### src/hw/rtl/lkcd_pkg.sv
`default_nettype none

package lkcd_pkg;

  localparam int ENTRIES = 48;
  localparam int SLOT_W  = 6;
  localparam int KEY_W   = 41;
  localparam int AGE_W   = 32;
  localparam int DIM_W   = 16;
  localparam int LOOK_W  = 8;

  localparam logic [DIM_W-1:0] MIN_DIM   = DIM_W'(2);
  localparam logic [AGE_W-1:0] AGE_START = AGE_W'(1);

  localparam logic OP_LOOKUP = 1'b0;
  localparam logic OP_CLEAR  = 1'b1;

  typedef enum logic {
    ST_IDLE,
    ST_SCAN
  } state_t;

  // partial search result handed from cell to cell
  typedef struct packed {
    logic              live;
    logic              hit;
    logic [SLOT_W-1:0] hit_idx;
    logic              vhave;
    logic              vfree;
    logic [SLOT_W-1:0] victim;
    logic [AGE_W-1:0]  oldest;
  } scan_t;

  // write broadcast from the controller to every cell
  typedef struct packed {
    logic              clr;
    logic              en;
    logic              set_key;
    logic [SLOT_W-1:0] idx;
    logic [KEY_W-1:0]  key;
    logic [AGE_W-1:0]  age;
  } wr_t;

endpackage

`default_nettype wire

### src/hw/rtl/lkcd_cell.sv
`default_nettype none

module lkcd_cell
  import lkcd_pkg::*;
(
  input  wire logic              clk,
  input  wire logic              rst,
  input  wire logic [SLOT_W-1:0] idx,
  input  wire logic [KEY_W-1:0]  key_in,
  input  wire wr_t               wr,
  input  wire scan_t             scan_in,
  output scan_t                  scan_out
);

  logic             valid;
  logic [KEY_W-1:0] key;
  logic [AGE_W-1:0] age;
  scan_t            scan_next;

  always_comb begin
    scan_next = scan_in;
    if (!scan_in.hit && valid && (key == key_in)) begin
      scan_next.hit     = 1'b1;
      scan_next.hit_idx = idx;
    end
    // first free entry wins outright, else oldest stamp, lowest index on a tie
    if (!scan_in.vfree) begin
      if (!valid) begin
        scan_next.victim = idx;
        scan_next.vfree  = 1'b1;
        scan_next.vhave  = 1'b1;
      end else if (!scan_in.vhave || (age < scan_in.oldest)) begin
        scan_next.victim = idx;
        scan_next.oldest = age;
        scan_next.vhave  = 1'b1;
      end
    end
  end

  always_ff @(posedge clk) begin
    if (rst) begin
      scan_out <= '0;
    end else begin
      scan_out <= scan_next;
    end
    if (wr.en && (wr.idx == idx)) begin
      age <= wr.age;
      if (wr.set_key) begin
        key <= wr.key;
      end
    end
    if (rst) begin
      valid <= 1'b0;
    end else if (wr.clr) begin
      valid <= 1'b0;
    end else if (wr.en && wr.set_key && (wr.idx == idx)) begin
      valid <= 1'b1;
    end
  end

endmodule

`default_nettype wire

### config.mk
export PLATFORM = sky130hd
export DESIGN_NAME = lkcd_cell
export DESIGN_NICKNAME = d
export VERILOG_FILES = /design/src/hw/rtl/lkcd_pkg.sv /design/src/hw/rtl/lkcd_cell.sv
export SDC_FILE = /design/constraint.sdc
export NUM_CORES = 1
export LEC_CHECK = 0
export ABC_AREA = 1
export BUFFER_PORTS_ARGS = -buffer_cell sky130_fd_sc_hd__buf_2
export CAP_MARGIN = 20
export CORE_MARGIN = 3
export CORE_UTILIZATION = 38
export CTS_CLUSTER_SIZE = 20
export DETAILED_ROUTE_END_ITERATION = 8
export GPL_TIMING_DRIVEN = 0
export PLACE_DENSITY = 0.68
export SETUP_SLACK_MARGIN = 0.05
export SYNTH_ARGS = -nofsm -noshare
export SYNTH_HDL_FRONTEND = slang
export SYNTH_SLANG_ARGS = --single-unit
### constraint.sdc
create_clock -name clk -period 6.1 [get_ports clk]
set_input_delay 0.915 -clock clk [delete_from_list [all_inputs] [get_ports clk]]
set_output_delay 0.915 -clock clk [all_outputs]
set_load 0.005 [all_outputs]
[After elaboration in Yosys (flattened, before gate mapping)]
Index checks and enable logic that the tools add are counted.
Storage, ports and cells
  register bits after elaboration: 122
  input port bits: 179
  output and inout bits: 48
  word-level logic and storage cells: 31
Operators by class
  magnitude comparators: 1
  equality and inequality tests: 2
  muxes and demuxes: 8
  reduce and logical (&&, ||, !) cells: 10
Operators with widths (count)
  41-bit == test: 1
  40-bit 2-to-1 mux: 1
  38-bit 2-to-1 mux: 1
  32-bit less-than comparator: 1
  32-bit 2-to-1 mux: 1
  7-bit 2-to-1 mux: 1
  6-bit == test: 1
  6-bit 2-to-1 mux: 1
  1-bit logical AND: 5
  1-bit 2-to-1 mux: 3
  1-bit zero test: 2
  2-bit AND reduction: 1
  2-bit OR reduction: 1
  1-bit logical OR: 1

[Depth between registers and ports, before layout]
  word-level depth: 5
  depth in mapped cells: 17
  mapped depth without buffers: 16

[Worst setup path after synthesis]
OpenSTA, ideal clock, no wires.
  kind: input-to-reg
  from: input idx[1]
  to: register key[0], enable pin
  setup time: 0.441 ns
  arrival time: 3.198 ns
  data required time: 5.659 ns
  slack: 2.461 ns
  cell stages on the path: 4
  buffers on the path: 0
  cells stage by stage: xor2_1 -> nor4_1 -> nand3_1 -> nor2_1
Between the ends
  longest elaborated chain between the ends: 3
Ends and longest elaborated chain
  start: declaration: RTL line lkcd_cell.sv:8  | input wire logic [SLOT_W-1:0] idx,
  6-bit == test: RTL line lkcd_cell.sv:46  | if (wr.en && (wr.idx == idx)) begin
  1-bit logical AND: RTL line lkcd_cell.sv:46
  2-bit AND reduction (no line)
  end signal: assignment: RTL line lkcd_cell.sv:49  | key <= wr.key;
  end: declaration: RTL line lkcd_cell.sv:16  | logic [KEY_W-1:0] key;
Every way passes these cells.
A chain may end at the register's enable or synchronous reset.

[Worst setup path in the final report]
  from: input idx[0]
  to: register age[1], enable pin
Between the ends
  longest elaborated chain between the ends: 2
Ends and longest elaborated chain
  6-bit == test: RTL line lkcd_cell.sv:46
  1-bit logical AND: RTL line lkcd_cell.sv:46
  end signal: assignment: RTL line lkcd_cell.sv:47  | age <= wr.age;
  end: declaration: RTL line lkcd_cell.sv:17  | logic [AGE_W-1:0] age;
Every way passes these cells.

==> run metrics <==
GRT Total Usage=19.4%; core area=15,400 um^2; antenna cell count=0; startpoint type of the worst setup path=primary input; count of mapped cells out of synthesis=674; pin count of the biggest net entering global routing=33; Max Clk Rate=380 MHz; later-pin clock latency in the skew report=0.41 ns; least setup slack across all paths after layout=3.47 ns; clock buffer count from CTS=17; required time of the critical path=6.13 ns; library cells used by synthesis=26; final design instance area without fill=8070 um^2; clock tree from TritonCTS=done; list of cells traversed by the critical path=buf_2 -> xor2_1 -> nor4_1 -> nand3_1 -> nor2_4; RSZ-0062 raised after global routing=no; max-cap violations=0; Cell Area, Placed=7480 um^2; ratio of final minimum period to clock period=43.1%; Clock Sinks=122; mean instance size in the synthesized netlist=8.98 um^2; die span in x=132 um; Ports=227; number of global-route vias before repair=5,342; Post-Syn Nets=884; Pwr Total=2.11 mW; Routed wire per std cell=15.1 um; worst-case hold slack=0.570 ns; register bit total from synthesis=122; detailed-route wire length=17,300 um; count of cells resized by post-cts repair=0; ranking of synthesized cells by area=edfxtp_1 36%, dfxtp_1 16%, nand2_1 8.0%; TNS Setup=0 ns; number of antenna violations at the first check in global routing=2; maximum cell stage delay along the critical path=0.80 ns; clock-pin slew of the registers on the worst-case setup and hold paths=0.05 ns; transition at the pin with the smallest max-transition slack=0.931 ns; endpoint arrival time on the critical path=2.66 ns; average vias per placed instance=4.67; Max Transition Viols Final=0; initial core utilization=39.4%; Vert. Die Dim=132 um; netlist area before placement=6050 um^2; area share of the largest cell type after synthesis=36.2%; final cell count without fillers=1,144; cell with the largest stage delay on the worst path=nor2_4; post-CTS setup repair buffer count=0; fraction of final layout cells with drive strength greater than 1=31.9%; Final Setup Violations=0; Clock H-tree levels=4; clock root buffer master=clkbuf_16; count of buffers inserted at the top-level ports=226; instance count after placement with tap cells included=1,112; Setup Crit Path Kind=primary input to flip-flop; DRC violation total after the first TritonRoute iteration=313; final net count=1,130; Synth Warn #=0; type of the tightest min-delay check=flip-flop to flip-flop; Crit Path Max Fanout=32; normalized max-slew margin=37.8%; antenna-violating nets left=0; detailed placement HPWL=13,600 um; Remaining Overflow, GRT=0; count of TritonRoute iterations in the first routing pass=4; Hold-fix buffers, CTS=0; final core utilization=52.5%; Longest Clk Path Bufs=2; share of synthesized area occupied by flip-flops and latches=52.4%; total vias in the final route=5,340; kind of capture point of the worst setup path=flip-flop; floorplan die area=17,500 um^2; worst setup skew after layout=0.00971 ns; std cell rows=45; Filler cells=1,439; placement-stage worst setup slack=3.02 ns; first-pass GRT wire length=26,700 um; final routed DRC violation total=0; static leakage=3.94 nW; final hold viol count=0; area added between synthesis and finish=33.3%; largest area contributor in the synthesized netlist=edfxtp_1; Pwr Density=261 nW/um^2; routability-driven placement congestion ratio=0.869; peak ir drop on the vdd network=194 uV; run status=completed; final period demand of the worst path=2.63 ns
[layout by cell type (no fill, tap or decap), types with 7 or more instances in the layout]
master / netlist / layout
buf_2: 5 / 231
nand2_1: 129 / 129
inv_1: 93 / 93
edfxtp_1: 73 / 73
nor2_1: 71 / 69
a21oi_1: 61 / 61
dfxtp_1: 49 / 49
nand3b_1: 31 / 31
ha_1: 31 / 31
nand3_1: 24 / 24
nand4_1: 24 / 24
or2_2: 24 / 24
clkbuf_16: 0 / 17
xor2_1: 10 / 10
nor3_1: 9 / 9
nor4_1: 8 / 8
o21ai_0: 7 / 7
[critical path: cells and delay by family]
kind	cells	cell delay, ns
buf+inv	1	0.12
xor+xnor	1	0.15
simple gates	3	1.45
[per-layer routing]
layer  track usage [%]  vias up  share of wire, %
met2              33.1      188                48
met1              23.5     2403                42
met3              6.72       21               8.8
li1                  -     2724                 -
met4              5.43        4               1.2
met5                 0        -              0.20
[cell families after synthesis]
kind of cell               Yosys count  synth area share, %
xor gates and xnor gates            16                 2.31
buffers and inverters              113                 7.91
adders and majority gates           31                 6.41
AOI/OAI and AO/OA                   69                 5.74
and+or+nand+nor                    323                 25.2
DFF                                122                 52.4
[where the power goes]
group          internal [mW]  leakage, nW  switching (mW)
sequential             0.895         1.06         0.00617
clock                  0.637        0.275           0.368
combinational         0.0967         2.60           0.107
[path summary, 6_finish.rpt]
| path | end | depth (start not counted) | from | slack (ns) |
|---|---|---|---|---|
| worst max-delay path | age[1]$_DFFE_PP_ | 5 | idx[0] | 3.47 |
| worst min-delay path | valid$_SDFFE_PP0P_ | 2 | valid$_SDFFE_PP0P_ | 0.57 |
| worst max register to register | scan_out[12]$_SDFF_PP0_ | 14 | age[5]$_DFFE_PP_ | 4.02 |
| worst min register to register | valid$_SDFFE_PP0P_ | 2 | valid$_SDFFE_PP0P_ | 0.57 |
[Yosys cell counts, drive strengths merged]
master  count
a21oi      61
buf        15
clkbuf      4
clkinv      1
dfxtp      49
edfxtp     73
ha         31
inv        93
nand2     131
nand3      25
nand3b     31
nand4      24
nor2       71
nor3        9
nor4        8
o21a        1
o21ai       7
or2        24
xnor2       6
xor2       10
[sequential cells by signal, indices dropped and copies added (netlist names)]
register and count:
age 32, key 41, scan_out 48, valid 1
[final cells by class]
cell class                 instances  area, um^2  share of cell area (%)
buffer                            19         126                    1.57
clock buffer                      19         433                    5.36
clock inverter                    13         153                    1.89
inverter                          94         353                    4.37
multi-input combinational        439        2420                    30.0
sequential                       122        3170                    39.3
tap                              211         264                    3.27
timing repair buffer             227        1150                    14.3
(Power assumes the default switching activity.)
